--- src/hw/rtl/pfk_mul.sv ---
// ----------------------------------------------------------------------------
// pfk_mul
// Shared 64x64 multiplier built from one 32x32 multiplier over four passes.
// ----------------------------------------------------------------------------
`timescale 1ns / 1ps
`default_nettype none

module pfk_mul (
    input  logic         i_clk,
    input  logic         i_rst_n,
    input  logic         i_start,
    input  logic [63:0]  i_a,
    input  logic [63:0]  i_b,
    output logic         o_done,
    output logic [127:0] o_prod
);

    logic [63:0]  r_a;
    logic [63:0]  r_b;
    logic [2:0]   r_cnt;
    logic         r_busy;
    logic         r_pv;
    logic [63:0]  r_p;
    logic [1:0]   r_sh;
    logic [127:0] r_acc;
    logic         r_done;

    logic [31:0] a_limb;
    logic [31:0] b_limb;
    logic [63:0] limb_prod;

    assign a_limb    = r_cnt[1] ? r_a[63:32] : r_a[31:0];
    assign b_limb    = r_cnt[0] ? r_b[63:32] : r_b[31:0];
    assign limb_prod = a_limb * b_limb;

    always_ff @(posedge i_clk) begin
        if (!i_rst_n) begin
            r_busy <= 1'b0;
            r_pv   <= 1'b0;
            r_done <= 1'b0;
            r_cnt  <= 3'd0;
        end else begin
            r_done <= 1'b0;
            if (i_start) begin
                r_a    <= i_a;
                r_b    <= i_b;
                r_acc  <= '0;
                r_cnt  <= 3'd0;
                r_busy <= 1'b1;
                r_pv   <= 1'b0;
            end else if (r_busy) begin
                if (r_cnt != 3'd4) begin
                    r_p  <= limb_prod;
                    r_sh <= {1'b0, r_cnt[1]} + {1'b0, r_cnt[0]};
                    r_pv <= 1'b1;
                end else begin
                    r_pv   <= 1'b0;
                    r_busy <= 1'b0;
                    r_done <= 1'b1;
                end
                if (r_pv) begin
                    r_acc <= r_acc + ({64'd0, r_p} << {r_sh, 5'd0});
                end
                r_cnt <= r_cnt + 3'd1;
            end
        end
    end

    assign o_done = r_done;
    assign o_prod = r_acc;

endmodule

`default_nettype wire

--- config.mk ---
export PLATFORM = sky130hd
export DESIGN_NAME = pfk_mul
export DESIGN_NICKNAME = d
export VERILOG_FILES = /design/src/hw/rtl/pfk_mul.sv
export SDC_FILE = /design/constraint.sdc
export NUM_CORES = 2
export LEC_CHECK = 0
export ABC_AREA = 1
export BUFFER_PORTS_ARGS = -buffer_cell sky130_fd_sc_hd__buf_4
export CAP_MARGIN = 40
export CORE_MARGIN = 2
export CORE_UTILIZATION = 45
export CTS_CLUSTER_SIZE = 20
export DETAILED_ROUTE_END_ITERATION = 6
export PLACE_DENSITY_LB_ADDON = 0.15
export SLEW_MARGIN = 20
export SYNTH_ARGS = -nofsm -noshare
export SYNTH_HDL_FRONTEND = slang
export SYNTH_SLANG_ARGS = --single-unit
--- constraint.sdc ---
create_clock -name i_clk -period 6.6 [get_ports i_clk]
set_input_delay 1.32 -clock i_clk [delete_from_list [all_inputs] [get_ports i_clk]]
set_output_delay 1.32 -clock i_clk [all_outputs]
set_load 0.03 [all_outputs]
# ---- Yosys cells after proc, flatten, opt, wreduce, memory -nomap -nowiden
# Index checks and enable logic that the tools add are counted.
dict set report word_totals {
  register_bits 328
  input_bits 131
  output_inout_bits 129
  word_cells 33
}
dict set report classes {
  addsub 3
  mul 1
  eq_ne 1
  shifts 1
  muxes 8
  bitwise_logic 3
  n_reduce_logical 7
}
# op n
set op_table {}
lappend op_table {{$mux 128} 2}
lappend op_table {{$add 128x128->128} 1}
lappend op_table {{$shl 64x7->128} 1}
lappend op_table {{$mul 32x32->64} 1}
lappend op_table {{$mux 32} 2}
lappend op_table {{$mux 1} 4}
lappend op_table {{$reduce_and 4->1} 1}
lappend op_table {{$reduce_bool 2->1} 2}
lappend op_table {{$add 3x1->3 const B} 1}
lappend op_table {{$ne 3x3->1 const B} 1}
lappend op_table {{$not 1->1} 3}
lappend op_table {{$reduce_and 3->1} 1}
lappend op_table {{$reduce_or 3->1} 1}
lappend op_table {{$add 1x1->2} 1}
lappend op_table {{$reduce_and 2->1} 1}
lappend op_table {{$reduce_or 2->1} 1}

# ---- Longest topological paths before layout
dict set report logic_depth {
  depth_word 4
  ltp_mapped 37
}

# ---- Worst setup path before layout
# Ideal clock, no wire load.
dict set report synth_path {
  path_kind {reg-to-reg}
  from {register r_cnt[1]}
  to {register r_p[59], data pin}
  setup_time_ps 252
  arrival_ps 6914
  required_ps 6348
  slack_ps -566
  stages_incl_launch_ff 33
  path_buffers 4
  period_less_slack_ps 7166
  cell_sequence {dfxtp_1 > buf_2 > inv_2 > clkbuf_1 > or2_2 > o21ai_0 > buf_2 > buf_4 > nor2_1 > fa_1 > inv_1 > fa_1 > fa_1 > fa_1 > inv_1 > fa_1 > inv_1 > fa_1 > inv_1 > fa_1 > inv_1 > fa_1 > inv_1 > ha_1 > nand2_1 > nor2_1 > inv_1 > o21ai_0 > a21oi_1 > o21ai_0 > nand3b_1 > nand3_1 > nand2_1}
}
dict set report synth_between {
  elab_chain_cells 2
}
# item line
set synth_rtl {}
lappend synth_rtl {{from (decl)} 20} ;# logic [2:0] r_cnt;
lappend synth_rtl {{from (signal assigned)} 64} ;# r_cnt <= r_cnt + 3'd1;
lappend synth_rtl {{$mux 32} 32} ;# assign a_limb = r_cnt[1] ? r_a[63:32] : r_a[31:0];
lappend synth_rtl {{$mul 32x32->64} 34} ;# assign limb_prod = a_limb * b_limb;
lappend synth_rtl {{via limb_prod[59]} 30} ;# logic [63:0] limb_prod;
lappend synth_rtl {{to (signal assigned)} 53} ;# r_p <= limb_prod;
lappend synth_rtl {{to (decl)} 23} ;# logic [63:0] r_p;
# The timed path passes the listed nets, and every way through them passes these cells.
# A chain may end at the register's enable or synchronous reset.

# ---- Worst setup path in the final report
dict set report layout_path {
  from {register r_cnt[0]}
  to {register r_p[54], data pin}
}
dict set report layout_between {
  elab_chain_cells 2
}
# item line
set layout_rtl {}
lappend layout_rtl {{$mux 32} 33} ;# assign b_limb = r_cnt[0] ? r_b[63:32] : r_b[31:0];
lappend layout_rtl {{$mul 32x32->64} 34}
lappend layout_rtl {{via limb_prod[54]} 30}
# The timed path passes the listed nets, and every way through them passes these cells.

==> results by group <==
Outcome
  • Status: complete, but fails checks
  • Failing checks: negative setup slack

Floorplan
  • Initial Utilization: a little under half
  • Die area: 135800 um^2
  • Core Region: ~130000 um^2
  • Height of the die: 368.5 um
  • Cell row count: 133
  • IO Pins: 260
  • Die X: 368.5 um

Synthesis
  • Mapped cell area: between 50000 and 60000 um^2
  • Synth Warn #: 0
  • Synth unique cells: 41
  • Mean post-synth cell area: 7.286 um^2
  • Register bit total from synthesis: approximately 330
  • Cell count after synthesis: just over 8000
  • Sequential cell area fraction in the yosys report: between 10% and 20%
  • Synthesized net count: between 9000 and 10000

STA
  • Slew @ Worst Pin: 972.8 ps
  • Final Cycle Share: 111.1%
  • Worst Slack Setup Final: -732.0 ps
  • RSZ-0062 raised after global routing: true
  • Slew Limit Fails: 0
  • Setup violators final: 48
  • Setup Skew: roughly 76 ps
  • Hold Violations, Final: 0
  • Tmin final: 7332 ps
  • Max-slew headroom: 35.15%
  • Max Clk Rate: 0.1364 GHz

Detailed routing
  • Routed WL: 256500 um
  • Routed vias/inst: 5.148
  • TritonRoute pass-1 iters: 6
  • Drt initial violations: about 4700
  • DR vias: approximately 56000
  • Residual DRC count: 0
  • ANT nets after route: 0
  • DR WL/cell: 23.62 um

Layout
  • Share of cells above drive strength 1: 19.47%
  • Syn-to-layout area delta: 23.89%
  • Fin area: 74070 um^2
  • Post-layout nets: 10490

Placed design
  • Port bufs: 259
  • Placed inst area: around 70000 um^2
  • Routability Congestion: 1.031
  • DP HPWL: 223200 um

Setup path
  • Crit-path max FO: 16
  • Crit path top cell by count: fa_1
  • Reg2Reg Depth: 29
  • Worst setup endpoint: r_p[54]
  • CP Launch Type: flip-flop
  • Worst EP required: 6980 ps
  • WP data arrival: 7710 ps
  • CP peak stage delay: 570 ps
  • R2R Path End: r_p[54]
  • Slowest-stage cell, CP: fa_1
  • CP Launch Point: r_cnt[0]
  • Worst Setup End Kind: flip-flop
  • Worst r2r src: r_cnt[0]
  • R2r setup slk: -730 ps
  • Crit path kind: reg -> reg

Clock network
  • Clk_lat worst skew: ~700 ps
  • CTS tree: built
  • Clock transition at path regs: 70 ps
  • Clk sink count: 328
  • # H-tree levels: 2
  • TritonCTS buffer count: 46
  • CTS max path bufs: 3
  • Clk root buf: clkbuf_16

Global route
  • Largest net degree at the start of global routing: 119
  • Vias in the first global route: 57660
  • GRT Util Overall: 37.87%
  • Initial antenna violation count: 1
  • Global route overflow: 0
  • First-pass GRT wire length: 372600 um

Flow run
  • MaxCap Viol Count: 0

Hold path
  • Worst hold path type: reg -> reg
==> cell type report <==
type	instances	area, um^2
timing repair buffer	1020	9158
multi-input combinational	5654	43810
sequential	328	9797
tap	1755	2196
fill	12710	57560
clock buffer	53	1177
clock inverter	29	281.5
antenna	1	2.502
inverter	2021	7656
==> cell usage after synthesis <==
master,n,share of area [%]
o21a_1,14,0.18
inv_1,1973,12
nand3_1,137,1.1
dfxtp_1,6,0.20
xor2_1,42,0.62
nand4_1,18,0.19
o21ai_1,16,0.13
a21boi_0,1,0.013
nand2_1,2203,14
nor4_2,2,0.042
or2_2,64,0.67
o21ai_2,35,0.51
o21ai_0,192,1.6
fa_1,897,30
nand3_2,23,0.39
nor4_1,7,0.073
nor2_4,3,0.056
a21boi_2,1,0.019
clkbuf_8,2,0.046
edfxtp_1,322,16
nand3b_1,2,0.025
o211ai_1,3,0.038
inv_2,37,0.23
ha_1,392,8.2
nor2_1,1138,7.1
clkbuf_1,69,0.43
o21bai_1,19,0.24
a21o_1,14,0.18
a31oi_1,10,0.10
buf_4,9,0.11
nand2_2,36,0.38
nor3_2,9,0.15
nor3_1,26,0.22
a211oi_1,2,0.025
nor2_2,60,0.63
or2_1,2,0.021
and2_1,10,0.10
clkinv_1,11,0.069
a21oi_1,268,2.2
xnor2_1,8,0.12
buf_2,123,1.0
==> sequential cells by signal, summed over array words and instances (netlist names) <==
signal  cells
r_p        64
r_b        64
r_busy      1
o_prod    128
r_cnt       3
r_sh        2
o_done      1
r_pv        1
r_a        64
==> worst min path at each step <==
| stage | startpoint | to | slack (ps) | depth (start not counted) |
|---|---|---|---|---|
| detailed placement | r_pv | r_pv | 470 | 2 |
| finish | r_pv | r_pv | 470 | 2 |
| floorplan | r_pv | r_pv | 450 | 2 |
| global placement | r_pv | r_pv | 450 | 2 |
| CTS | r_pv | r_pv | 480 | 2 |
| global route | r_pv | r_pv | 500 | 2 |
==> per-layer routing <==
layer / GRT usage, % / vias up / share of wire, %
met5: 0 / - / 0
met3: 4.745 / 620 / 6.7
li1: - / 25870 / -
met1: 45.18 / 27060 / 38
met2: 64.20 / 2370 / 47
met4: 25.17 / 0 / 8.3
==> layout by cell type, fill, tap and decap left out, drive strengths merged, types with 34 or more instances in the layout <==
cell    instances
or2            66
nor2         1201
fa            897
nand3         160
xor2           42
nor3           35
clkbuf         56
o21ai         243
clkinv         34
edfxtp        322
a21oi         268
ha            392
buf          1017
nand2        2239
inv          2006
==> cell families after synthesis <==
logic type	synth area share, %
XOR/XNOR	0.7324
AO/OA/AOI/OAI	5.286
buffers and inverters	14.31
flip-flops	16.37
AND/OR/NAND/NOR	25.06
adder cells (fa/ha/maj)	38.24
==> stage by stage <==
step	setup TNS, ps	setup WS, ps	hold WS, ps	util [%]	instances
5_1_grt	-36550	-941.6	498.0	56.27	10860
3_3_place_gp	-37800	-1139	452.5	53.39	10720
3_5_place_dp	-38760	-1083	468.5	53.39	10730
6_report	-24620	-732.0	470.5	56.27	10860
2_1_floorplan	-1137	-116.9	445.3	-	8206
4_1_cts	-24490	-690.6	477.0	55.53	10840
==> worst max-delay path, delay by kind of cell, from the launching register on <==
kind                     cells  cell delay (ps)
buffers and inverters       10              900
flip-flops                   1              400
AO/OA/AOI/OAI                3              490
adder cells (fa/ha/maj)      9             4410
AND/OR/NAND/NOR              7              810
==> what timing repair did <==
item | in CTS | in global routing
gates cloned | 0 | 3
hold buffers | 0 | 0
gates resized for setup | 263 | 193
pin swaps | 59 | 67
endpoints found under the setup margin | 53 | 52
buffers inserted | 32 | 20
Power is not shown: default switching activity piles up to over one toggle a cycle in this logic, so the estimate is an artifact.
