===== src/hw/rtl/pfk_div.sv =====
// ----------------------------------------------------------------------------
// pfk_div
// Restoring radix-2 divider: 128-bit dividend, 81-bit divisor, 48-bit
// quotient with an overflow flag for quotients of 2^48 and more.
// ----------------------------------------------------------------------------
`timescale 1ns / 1ps
`default_nettype none

module pfk_div (
    input  logic         i_clk,
    input  logic         i_rst_n,
    input  logic         i_start,
    input  logic [127:0] i_num,
    input  logic [80:0]  i_den,
    output logic         o_done,
    output logic [47:0]  o_q,
    output logic         o_ovf
);

    localparam int QW = 48;

    logic [80:0]   r_rem;
    logic [QW-1:0] r_low;
    logic [QW-1:0] r_q;
    logic [80:0]   r_den;
    logic [5:0]    r_cnt;
    logic          r_busy;
    logic          r_first;
    logic          r_done;
    logic          r_ovf;

    logic [81:0] shifted;
    logic [81:0] diff;
    logic        ge;

    assign shifted = {r_rem, r_low[QW-1]};
    assign diff    = shifted - {1'b0, r_den};
    assign ge      = shifted >= {1'b0, r_den};

    always_ff @(posedge i_clk) begin
        if (!i_rst_n) begin
            r_busy  <= 1'b0;
            r_first <= 1'b0;
            r_done  <= 1'b0;
            r_cnt   <= 6'd0;
        end else begin
            r_done <= 1'b0;
            if (i_start) begin
                r_rem   <= {1'b0, i_num[127:QW]};
                r_low   <= i_num[QW-1:0];
                r_den   <= i_den;
                r_q     <= '0;
                r_cnt   <= 6'd0;
                r_busy  <= 1'b1;
                r_first <= 1'b1;
            end else if (r_busy) begin
                if (r_first) begin
                    r_first <= 1'b0;
                    if (r_rem >= r_den) begin
                        r_ovf  <= 1'b1;
                        r_busy <= 1'b0;
                        r_done <= 1'b1;
                    end else begin
                        r_ovf <= 1'b0;
                    end
                end else begin
                    r_rem <= ge ? diff[80:0] : shifted[80:0];
                    r_q   <= {r_q[QW-2:0], ge};
                    r_low <= {r_low[QW-2:0], 1'b0};
                    r_cnt <= r_cnt + 6'd1;
                    if (r_cnt == 6'(QW - 1)) begin
                        r_busy <= 1'b0;
                        r_done <= 1'b1;
                    end
                end
            end
        end
    end

    assign o_done = r_done;
    assign o_q    = r_q;
    assign o_ovf  = r_ovf;

endmodule

`default_nettype wire


===== config.mk =====
export PLATFORM = sky130hd
export DESIGN_NAME = pfk_div
export DESIGN_NICKNAME = d
export VERILOG_FILES = /design/src/hw/rtl/pfk_div.sv
export SDC_FILE = /design/constraint.sdc
export NUM_CORES = 1
export LEC_CHECK = 0
export BUFFER_PORTS_ARGS = -buffer_cell sky130_fd_sc_hd__clkbuf_2
export CAP_MARGIN = 20
export CORE_MARGIN = 1.5
export CORE_UTILIZATION = 55
export DETAILED_ROUTE_END_ITERATION = 16
export HOLD_SLACK_MARGIN = 0.02
export PLACE_DENSITY = 0.87
export SKIP_LAST_GASP = 1
export SYNTH_ARGS = -nofsm -noshare
export SYNTH_HDL_FRONTEND = slang
export SYNTH_SLANG_ARGS = --single-unit

===== constraint.sdc =====
create_clock -name i_clk -period 14.1 [get_ports i_clk]
set_input_delay 0.705 -clock i_clk [delete_from_list [all_inputs] [get_ports i_clk]]
set_output_delay 0.705 -clock i_clk [all_outputs]
set_load 0.1 [all_outputs]

== Word level (Yosys, flattened, before mapping) ==
Index checks and enable logic that the tools add are counted.

* Add/sub/neg operators: 2
* $mul: 0
* Divide/modulo/power cells: 0
* $lt $le $gt $ge: 2
* Equal/unequal tests: 2
* Shift-type cells: 0
* Multiplexer cells: 19
* Bitwise logic cells: 4
* Reductions and logical operators: 7

{| class="wikitable"
|+ Operators by type and width
! kind !! number
|-
| 2-to-1 mux 81 bit || 3
|-
| 2-to-1 mux 48 bit || 5
|-
| greater-or-equal comparator 82 x 81 -> 1 bit || 1
|-
| greater-or-equal comparator 81 bit || 1
|-
| subtractor 81 bit || 1
|-
| 2-to-1 mux 80 bit || 1
|-
| 2-to-1 mux 1 bit || 10
|-
| adder 6 x 1 -> 6 bit (second input constant) || 1
|-
| equality test 6 bit (second input constant) || 1
|-
| NOT 1 bit || 4
|-
| AND reduction 2 bit || 2
|-
| AND reduction 4 bit || 1
|-
| AND reduction 3 bit || 1
|-
| OR reduction 3 bit || 1
|-
| inequality test 2 bit (second input constant) || 1
|-
| nonzero test 2 bit || 1
|-
| OR reduction 2 bit || 1
|}

* Register bits after elaboration: 268
* Latch bits: 0
* Bits in writable memories: 0
* Bits in read-only memories: 0
* Bits of input ports: 212
* Output and inout bits: 50
* Logic and storage cells: 46
* Memories: 0

== Logic depth before layout (Yosys ltp) ==
Gate-level depths: netlist (run 1).

* Depth after elaboration: 5
* Depth in mapped cells: 18
* Depth with buffers taken out: 15

== Worst setup path after synthesis (run 1) ==
Ideal clock, no wire load.

* Path type: input to register
* Start: input port i_start
* End: register r_q[0], in the netlist o_q[0], enable pin
* Library setup time: 553 ps
* Data arrival time: 5758 ps
* Required time: 13547 ps
* Path slack: 7790 ps
* Stages on the path: 5
* Path buffers: 4
* Cells stage by stage: clkbuf_1 clkbuf_1 clkbuf_1 clkbuf_1 o21a_1

* Cells in the longest elaborated chain, start to end: 2
* Elaborated cells between the ends (all ways): 3
* Those cells by class: eq/ne: 1; reduce/logical: 2

{| class="wikitable"
|+ RTL lines
! item !! line !! RTL
|-
| start: declaration || 12 || <nowiki>input logic i_start,</nowiki>
|-
| inequality test 2 bit (no line) or nonzero test 2 bit (tied branches) || n/a ||
|-
| AND reduction 3 bit (no line) * || n/a ||
|-
| end signal: assignment || 68 || <nowiki>r_q <= {r_q[QW-2:0], ge};</nowiki>
|-
| end: declaration || 24 || <nowiki>logic [QW-1:0] r_q;</nowiki>
|}

Mark *: on every way between the ends. The rest lies on a longest branch, timed or not.
A chain may end at the register's enable or synchronous reset.

== Worst setup path after layout (run 1) ==
* Start: register r_low[47]
* End: register r_rem[54], data pin

* Cells in the longest elaborated chain, start to end: 5
* Elaborated cells between the ends (all ways): 6
* Those cells by class: add/sub: 1; order compare: 1; mux: 4

{| class="wikitable"
|+ RTL lines
! item !! line !! RTL
|-
| start: declaration || 23 || <nowiki>logic [QW-1:0] r_low;</nowiki>
|-
| start signal: assignment || 50 || <nowiki>r_low <= i_num[QW-1:0];</nowiki>
|-
| start signal: assignment || 69 || <nowiki>r_low <= {r_low[QW-2:0], 1'b0};</nowiki>
|-
| subtractor 81 bit or greater-or-equal comparator 82 x 81 -> 1 bit (tied branches) || 37, 38 ||
|-
| 2-to-1 mux 81 bit * || 67 || <nowiki>r_rem <= ge ? diff[80:0] : shifted[80:0];</nowiki>
|-
| 2-to-1 mux 81 bit * || 57 || <nowiki>if (r_first) begin</nowiki>
|-
| 2-to-1 mux 81 bit * || 56 || <nowiki>end else if (r_busy) begin</nowiki>
|-
| 2-to-1 mux 80 bit * || 48 || <nowiki>if (i_start) begin</nowiki>
|-
| end signal: assignment || 49 || <nowiki>r_rem <= {1'b0, i_num[127:QW]};</nowiki>
|-
| end signal: assignment || 67 ||
|-
| end: declaration || 22 || <nowiki>logic [80:0] r_rem;</nowiki>
|}

Mark *: on every way between the ends. The rest lies on a longest branch, timed or not. The select of a mux whose other input is x is not followed.

==> impl_metrics.csv, run 1 <==
group,metric,value,unit
cts,h-tree-depth,1,
global_route,grt_use_met3,6.93,%
floorplan,die_h,183,microns
timing,slew-limit-headroom,35.8,%
setup_path,critPathMaxFanout,86,
floorplan,row_count,65,
yosys,ys_async_sr_fraction,0,%
floorplan,start_util,56.3,%
setup_path,crit_type,"register to register",
floorplan,io_pins,262,
floorplan,core,31800,sq um
power,power.internal,1690,uW
cts,cts-root-buf,"clkbuf_16",
final_layout,area_delta_synth_final,14.1,%
yosys,yosys_warnings,0,
final_layout,nets,2313,
power,leakagePower,0.00863,uW
placement,pre_cts_ws,8.66,ns
detailed_routing,remaining_drc_errors,0,
timing,finalSetupViolCount,0,
power,p_sw_share,32.9,%
setup_path,start_kind,"register",
timing,min_period,5.44,ns
detailed_routing,wl_per_cell,19.6,microns
timing,setup_tns,0,ns
timing,grt_setup_unrepaired,"no",
cts,clock_latency,0.59,ns
detailed_routing,first_pass_iters,6,
placement,dpl.hpwl,35.4,mm
floorplan,dieArea,33700,sq um
placement,port_buffers,261,
yosys,synthesis.area,17900,sq um
power,clock_power_share,31.4,%
cts,cts_setup_buffers,0,
setup_path,cp-end-kind,"register",
yosys,ys.flop_type,"edfxtp_1",
cts,clkTransAtPathRegs,0.06,ns
detailed_routing,wl,47.1,mm
timing,slew_violations,0,
yosys,syn_nets,2108,
global_route,grt_pass1_wl,74.1,mm
global_route,overflow,0,
power,p_comb_share,29.1,%
yosys,avgSynthCellArea,10.3,sq um
run_status,status,"complete, no violations",
placement,gp_congestion,0.956,
final_layout,register_area,7960,sq um
global_route,use_met2,45.1,%
cts,post_cts_resized,0,
cts,hold_buffers,0,
yosys,ys_ff_latch,268,
cts,cts_sinks,268,
global_route,grt_max_degree,127,
final_layout,n_fill_cell,2502,
global_route,grt.busiest_layer,"met2",
floorplan,die_w,183,microns
yosys,seq_area_frac_synth,44.4,%
timing,post-route-period-util,38.6,%
yosys,synth_cell_types,72,
detailed_routing,vias,14525,
detailed_routing,ant_nets,0,
power,cellPowerDensity,124,nW/um^2
global_route,grtUsageMet1,36.2,%
setup_path,crit_arrival,5.76,ns
global_route,antenna_found_initial,2,
timing,layout_setup_ws,8.66,ns
timing,max_freq,0.184,GHz
detailed_routing,vias_per_cell,6.06,
power,total_power,2530,uW
final_layout,multi_input_area,9150,sq um
power,ir_drop,0.000107,V
final_layout,drive_gt1_share,19.8,%
final_layout,antenna_cells,0,
timing,hold_violations,0,
cts,cts_inserted_buffers,30,
global_route,grt_pass1_vias,14519,
cts,clock_tree.buffer_depth,3,
timing,worst_pin_slew,0.963,ns
hold_path,worstHoldPathType,"primary input to register",
final_layout,postLayoutCoreUtil,64.3,%
power,p_seq_share,39.5,%
timing,skew,0.0122,ns
setup_path,crit_required,14.42,ns
cts,cts_tree,"yes",
job,maxCapViolCount,0,
detailed_routing,drt_iter0_drc,1160,
power,p_sw,831,uW
yosys,synth-edff-count,259,
yosys,syn_inst,1732,
global_route,gr-usage-all-layers,27.9,%
-- path summary, 6_finish.rpt --
kind | slack (ns) | from | end | depth (start not counted)
hold / removal | 0.29 | i_den[22] | r_den[22] | 1
setup / recovery | 8.66 | r_low[47] | r_rem[54] | 16
setup reg to reg | 8.66 | r_low[47] | r_rem[54] | 16
hold reg to reg | 0.51 | r_cnt[5] | r_cnt[5] | 2
-- final cells by class --
class                      count  area share (%)
inverter                     112            2.06
sequential                   268            38.9
clock inverter                13           0.698
timing repair buffer         268            6.69
multi-input combinational   1257            44.8
tap                          435            2.66
clock buffer                  43            4.21
-- power by group through the flow --
stage	Clock (uW)	Sequential, uW	Combinational [uW]
2_1_floorplan	0	1070	485
3_3_place_gp	0	1010	695
3_5_place_dp	0	1010	720
4_1_cts	806	998	725
5_1_grt	835	1000	805
6_report	794	998	734
-- synthesized netlist by cell type, types with 5 or more instances --
| cell type | number | area [sq um] |
|---|---|---|
| a31oi_1 | 13 | 81.3 |
| o21ai_0 | 59 | 295 |
| and3_1 | 8 | 50.1 |
| ha_1 | 163 | 2040 |
| o221ai_1 | 5 | 43.8 |
| a21o_1 | 81 | 608 |
| nand3_1 | 27 | 135 |
| nand2b_1 | 5 | 31.3 |
| or2_2 | 5 | 31.3 |
| nor2_1 | 61 | 229 |
| a21oi_1 | 122 | 611 |
| nand3b_1 | 68 | 510 |
| nor2b_1 | 66 | 413 |
| xor2_1 | 33 | 289 |
| clkbuf_1 | 69 | 259 |
| o31ai_1 | 7 | 52.6 |
| nor4_1 | 12 | 75.1 |
| a21boi_0 | 6 | 45.0 |
| o311ai_0 | 55 | 482 |
| nand2_1 | 160 | 601 |
| mux2i_1 | 8 | 80.1 |
| mux2_2 | 50 | 563 |
| buf_2 | 11 | 55.1 |
| edfxtp_1 | 259 | 7780 |
| xnor2_1 | 46 | 403 |
| o211ai_1 | 10 | 75.1 |
| or4_1 | 5 | 37.5 |
| inv_1 | 112 | 420 |
| o21bai_1 | 23 | 173 |
| a221o_1 | 8 | 80.1 |
| a211oi_1 | 10 | 75.1 |
| nor3_1 | 21 | 105 |
| dfxtp_1 | 9 | 180 |
| nand4_1 | 51 | 319 |
| buf_4 | 7 | 52.6 |
| o21a_1 | 10 | 75.1 |
| buf_1 | 5 | 18.8 |
-- layer usage --
metal	wire length [microns]	share of wire [%]	vias up
met3	4090	8.7	104
li1	-	-	6925
met5	13	0.028	-
met4	1720	3.7	2
met2	21700	46	611
met1	19600	42	6883
-- cell usage in the layout, fill, tap and decap left out, types with 55 or more instances in the layout --
| master | n |
|---|---|
| edfxtp_1 | 259 |
| o311ai_0 | 55 |
| nand2_1 | 160 |
| clkbuf_2 | 260 |
| o21ai_0 | 59 |
| nor2_1 | 61 |
| inv_1 | 112 |
| a21o_1 | 81 |
| nand3b_1 | 68 |
| nor2b_1 | 66 |
| ha_1 | 163 |
| a21oi_1 | 122 |
-- kinds of logic after synthesis --
kind of cell / share of synthesized area [%]
compound gates: 17.1
xor+xnor: 3.86
fa+ha+maj: 11.5
buf+inv: 4.62
flops: 44.4
mux: 3.59
simple gates: 15.0
-- metrics by stage --
stage / hold WS [ns] / cell area (sq um) / cells
after global routing: 0.262 / 20400 / 2396
final: 0.293 / 20400 / 2396
after global placement: 0.473 / 19400 / 2340
after detailed placement: 0.486 / 19400 / 2340
after floorplan: 0.458 / 17900 / 1732
after CTS: 0.270 / 20400 / 2396
-- sequential cells by signal (all words and copies together) (netlist names) --
register,cells
r_cnt,6
r_rem,81
o_ovf,1
o_done,1
o_q,48
r_first,1
r_low,48
r_den,81
r_busy,1
-- critical path, cell delays in order (launching register included) --
cell and delay (ns):
edfxtp_1 0.35, inv_1 0.08, ha_1 0.16, inv_1 0.06, fa_1 0.41, a21o_1 0.24, a221oi_2 0.42, o221ai_2 0.25
a41oi_2 0.40, nor3_1 0.16, o211ai_2 0.18, nand2_1 0.08, a211oi_2 0.34, o211a_4 0.65, buf_4 0.77, or2_2 0.44
o211ai_1 0.16
(Power assumes the default switching activity.)
==> run 2, diff against run 1 <==
Clock period 14.1 ns to 5.2 ns, I/O delays scaled along.
==> run 2 against run 1 <==
  * Core utilization is 6.2 points higher
  * Worst setup slack got worse by 8.0 ns
  * Final cell count rose by 8.0%
  * Critical path type unchanged
  * Via count rose by 9.2%
  * First-iteration DRC count increased by 17%
  * Wire length rose by 13%
  * Non-clock buffer count up 192
  * Clock skew is 0.0032 ns higher
  * Critical path depth decreased by 2
  * Total power grew to 2.8 times the previous value
  * Register-to-register slack lost 8.0 ns
  * Sequential share of layout area fell by 3.4 points
==> impl_metrics.csv, run 2 (same netlist as run 1, synthesis figures left out) <==
group,metric,value,unit
run_status,status,"complete, no violations",
detailed_routing,vias,15860,
cts,cts_setup_buffers,0,
timing,slew-limit-headroom,46.0,%
timing,slew_violations,0,
power,leakagePower,0.00945,uW
cts,cts-root-buf,"clkbuf_16",
detailed_routing,route.layer.met1.wl,20.9,mm
detailed_routing,first_pass_iters,6,
final_layout,area_delta_synth_final,25.2,%
floorplan,die_w,183,microns
detailed_routing,wl_per_cell,20.6,microns
timing,min_period,4.57,ns
global_route,grt_max_degree,163,
cts,clkTransAtPathRegs,0.06,ns
power,cellPowerDensity,313,nW/um^2
hold_path,min_to,"r_rem[9]",
detailed_routing,wl_met2,25.6,mm
setup_path,slowest_delay,0.55,ns
hold_path,hold_start,"i_num[57]",
setup_path,timing.rr.end,"r_rem[60]",
detailed_routing,wl_met3,4.49,mm
setup_path,r2r_cells,14,
setup_path,crit_type,"register to register",
detailed_routing,drt_iter0_drc,1361,
job,maxCapViolCount,0,
final_layout,drive_gt1_share,18.1,%
cts,clock_latency,0.59,ns
final_layout,layout_common_cells,"260 x clkbuf_2, 259 x edfxtp_1, 192 x dlygate4sd3_1",
setup_path,crit_arrival,4.87,ns
detailed_routing,maxUsedRoutingLayer,"met4",
cts,cts_tree,"yes",
detailed_routing,vias_per_cell,6.13,
cts,cts_sinks,268,
timing,finalSetupViolCount,0,
final_layout,largestRegisters,"r_den (81), r_rem (81)",
placement,port_buffers,261,
floorplan,dieArea,33700,sq um
timing,grt_setup_unrepaired,"no",
global_route,grt_pass1_wl,83.8,mm
final_layout,n_fill_cell,2176,
final_layout,layout_commonest_cell,"clkbuf_2",
global_route,grt_pass1_vias,16043,
global_route,antenna_found_initial,1,
setup_path,critPathSlowestCell,"o311ai_0",
hold_path,holdPathStages,3,
final_layout,post-route-cell-area,22400,sq um
setup_path,critPathTopFamily,"compound AO/OA/AOI/OAI gates",
setup_path,critPathMaxFanout,6,
timing,setup_tns,0,ns
setup_path,start_kind,"register",
timing,skew,0.0154,ns
detailed_routing,ant_nets,0,
setup_path,timing.rr.start,"r_low[47]",
setup_path,cp_cell_sequence,"inv_1 -> ha_1 -> inv_1 -> fa_1 -> a21o_1 -> a221oi_2 -> o221ai_2 -> a211oi_1 -> o221ai_1 -> a31oi_1 -> a21oi_1 -> a21bo_2 -> xnor2_1 -> o311ai_0",
detailed_routing,remaining_drc_errors,0,
timing,max_freq,0.219,GHz
placement,place_area,19500,sq um
placement,dpl.hpwl,34.9,mm
floorplan,io_pins,262,
setup_path,crit_required,5.50,ns
floorplan,core,31800,sq um
cts,h-tree-depth,1,
timing,post-route-period-util,87.9,%
global_route,gr-usage-all-layers,31.4,%
power,ir_drop,0.000338,V
cts,clock_tree.buffer_depth,3,
floorplan,row_count,65,
hold_path,worstHoldPathType,"primary input to register",
global_route,overflow,0,
setup_path,cp-end-kind,"register",
timing,worst_pin_slew,0.809,ns
floorplan,die_h,183,microns
setup_path,cp_common_cell,"inv_1",
setup_path,r2r_slack,0.63,ns
timing,hold_violations,0,
floorplan,start_util,56.3,%
setup_path,crit_buf_inv,2,
final_layout,nets,2505,
cts,post_cts_resized,0,
detailed_routing,wl,53.2,mm
cts,cts_inserted_buffers,30,
placement,gp_congestion,0.962,
-- run 2: changes by cell type in the layout (fill, tap and decap cells not counted), sizes merged --
cell and delta:
dlygate4sd3 +192, diode +2, clkbuf -6, inv -1
buf +1, clkinvlp +1, clkinv +3
-- run 2: what timing repair did --
item                                    in CTS  in global routing
endpoints found under the setup margin       0                  0
hold endpoints to repair                   192                  1
hold buffers                               191                  1
-- run 2: how the worst max path moves through the flow --
| stage | startpoint | end | slack [ns] | depth (start not counted) |
|---|---|---|---|---|
| floorplan | i_start | o_q[0] | 1.15 | 5 |
| global placement | r_low[47] | r_rem[46] | 0.89 | 16 |
| detailed placement | r_low[47] | r_rem[0] | 0.75 | 16 |
| CTS | r_low[47] | r_rem[0] | 0.71 | 16 |
| global route | r_low[47] | r_rem[60] | 0.42 | 14 |
| finish | r_low[47] | r_rem[60] | 0.63 | 14 |
-- run 2: cell type report --
type / count / area [sq um] / share of cell area, %
Tap cell: 435 / 544 / 2.43
Timing Repair Buffer: 460 / 3370 / 15.0
Antenna cell: 2 / 5.00 / 0.0223
Sequential cell: 268 / 7960 / 35.5
Inverter: 112 / 420 / 1.87
Multi-Input combinational cell: 1257 / 9150 / 40.8
Clock buffer: 38 / 821 / 3.66
Clock inverter: 16 / 159 / 0.708
-- run 2: metrics by stage --
step	worst slack (ns)	std cells	hold slack, ns	total power, uW	util (%)
2_1_floorplan	1.15	1732	0.359	4200	-
3_3_place_gp	0.891	2339	0.437	4650	61.3
3_5_place_dp	0.746	2339	0.439	4710	61.3
4_1_cts	0.714	2584	0.0204	6940	70.4
5_1_grt	0.416	2587	0.0347	7300	70.5
6_report	0.629	2588	0.0371	7020	70.5
-- run 2: power by group --
group / internal [uW] / total, uW / leakage (uW) / switching, uW
sequential: 2600 / 2720 / 0.00254 / 116
combinational: 853 / 2160 / 0.00642 / 1300
clock: 1220 / 2150 / 0.000485 / 931
total: 4670 / 7020 / 0.00945 / 2350
-- run 2: routing by layer --
layer / GRT usage [%] / vias to the layer above
met4: 13.2 / 0
met2: 54.1 / 849
met3: 5.82 / 166
met1: 38.7 / 7532
met5: 0 / -
li1: - / 7313
-- run 2: tightest hold or removal path, cell delays in order --
cell and delay [ns]:
clkbuf_2 0.08, nand2_1 0.05, o311ai_0 0.10
==> run 3, diff against run 2 <==
Settings changed: CTS_BUF_LIST set to sky130_fd_sc_hd__clkbuf_8.
==> run 3 against run 2 <==
  * Non-clock buffer count grew 13
  * Worst hold slack worse by 0.0023 ns
  * Design area increased by 0.18%
  * Die area did not move
  * Clock power down 10%
  * Core utilization is 0.13 points higher
  * Critical path depth did not move
  * Fmax is 1.4% lower
  * Worst setup slack got worse by 0.065 ns
  * Critical path type unchanged
  * Largest power group unchanged
  * Highest routed layer unchanged
==> impl_metrics.csv, run 3 (same netlist as run 1, synthesis figures left out) <==
group,metric,value,unit
detailed_routing,drt_iter0_drc,1460,
global_route,grtUsageMet1,38.8,%
setup_path,crit_type,"register to register",
timing,skew,0.0395,ns
timing,min_period,4.64,ns
cts,cts_tree,"yes",
timing,max_freq,0.216,GHz
setup_path,start_kind,"register",
cts,clkTransAtPathRegs,0.07,ns
timing,worst_pin_slew,0.778,ns
final_layout,drive_gt1_share,18.4,%
detailed_routing,vias,16004,
floorplan,io_pins,262,
cts,cts_sinks,268,
cts,clock_latency,0.62,ns
floorplan,core,31800,sq um
final_layout,nets,2536,
detailed_routing,wl_per_cell,20.3,microns
placement,port_buffers,261,
detailed_routing,ant_nets,0,
timing,setup_tns,0,ns
detailed_routing,vias_per_cell,6.08,
timing,post-route-period-util,89.2,%
timing,slew_violations,0,
timing,finalSetupViolCount,0,
floorplan,die_h,183,microns
floorplan,row_count,65,
detailed_routing,remaining_drc_errors,0,
global_route,grt_use_met3,6.62,%
job,maxCapViolCount,0,
timing,hold_violations,0,
setup_path,crit_required,5.52,ns
setup_path,cp-end-kind,"register",
cts,clock_tree.buffer_depth,3,
power,cellPowerDensity,303,nW/um^2
cts,cts_inserted_buffers,48,
final_layout,largestRegisters,"r_den (81), r_rem (81)",
cts,cts_setup_buffers,0,
timing,whs,0.0348,ns
placement,gp_congestion,0.962,
global_route,grt_pass1_wl,83.6,mm
hold_path,worstHoldPathType,"primary input to register",
timing,grt_setup_unrepaired,"no",
final_layout,area_delta_synth_final,25.4,%
run_status,status,"complete, no violations",
placement,dpl.hpwl,34.9,mm
detailed_routing,first_pass_iters,8,
global_route,gr-usage-all-layers,31.5,%
power,ir_drop,0.000300,V
floorplan,start_util,56.3,%
setup_path,critPathMaxFanout,6,
power,leakagePower,0.00953,uW
floorplan,die_w,183,microns
cts,h-tree-depth,2,
global_route,grt_pass1_vias,16177,
global_route,grt.busiest_layer,"met2",
final_layout,layout_commonest_cell,"clkbuf_2",
setup_path,crit_arrival,4.95,ns
global_route,overflow,0,
floorplan,dieArea,33700,sq um
power,total_power,6810,uW
global_route,grt_max_degree,163,
detailed_routing,wl,53.4,mm
timing,slew-limit-headroom,48.1,%
global_route,use_met2,52.4,%
final_layout,layout_common_cells,"260 x clkbuf_2, 259 x edfxtp_1, 205 x dlygate4sd3_1",
cts,cts-root-buf,"clkbuf_8",
global_route,antenna_found_initial,1,
==> run 3: cell count changes in the layout (fill, tap and decap cells not counted) <==
cell           change
clkbuf_8          +47
clkbuf_16         -30
inv_1             +16
dlygate4sd3_1     +13
clkinv_1           +5
clkbuf_1           -4
clkinv_2           -2
bufinv_16          -1
clkinv_16          -1
clkinv_4           -1
clkinv_8           +1
diode_2            -1
inv_12             +1
==> run 3: worst paths after layout <==
| path | from | slack, ns | endpoint | cells past startpoint |
|---|---|---|---|---|
| max | r_low[47] | 0.56 | r_rem[60] | 14 |
| min | i_num[125] | 0.03 | r_rem[77] | 3 |
| min reg2reg | r_busy | 0.53 | o_done | 1 |
| max reg2reg | r_low[47] | 0.56 | r_rem[60] | 14 |
==> run 3: timing repair <==
item | CTS | global route
hold endpoints to repair | 205 | 1
gates resized for setup | 0 | 0
hold buffers | 204 | 1
==> run 3: metrics by stage <==
step / worst slack [ns] / util [%] / std cells / area [sq um]
final: 0.564 / 70.7 / 2631 / 22500
after global placement: 0.891 / 61.3 / 2339 / 19500
after CTS: 0.709 / 70.5 / 2628 / 22400
after global routing: 0.367 / 70.7 / 2631 / 22500
after floorplan: 1.15 / - / 1732 / 17900
after detailed placement: 0.746 / 61.3 / 2339 / 19500
==> run 3: worst max-delay path, stage by stage (launching register included) <==
cell,delay (ns)
edfxtp_1,0.35
inv_1,0.08
ha_1,0.18
inv_1,0.06
fa_1,0.39
a21o_1,0.23
a221oi_2,0.41
o221ai_2,0.25
a211oi_1,0.44
o221ai_1,0.21
a31oi_1,0.43
a21oi_1,0.22
a21bo_2,0.34
xnor2_1,0.18
o311ai_0,0.56
==> run 3: routing by layer <==
layer,up-vias,share of wire (%)
li1,7386,-
met3,193,8.6
met2,889,48
met5,-,0
met1,7536,39
met4,0,4.7
==> run 3: report_power, final <==
part | switching [uW] | internal [uW] | total (uW)
sequential | 115 | 2600 | 2720
clock | 966 | 963 | 1930
combinational | 1300 | 859 | 2160
total | 2380 | 4420 | 6810
==> run 3: layout make-up <==
cell class	instances	area (sq um)
timing repair buffer	473	3500
antenna	1	2.50
sequential	268	7960
tap	435	544
inverter	112	420
clock buffer	51	702
clock inverter	34	191
fill	2195	9330
multi-input combinational	1257	9150
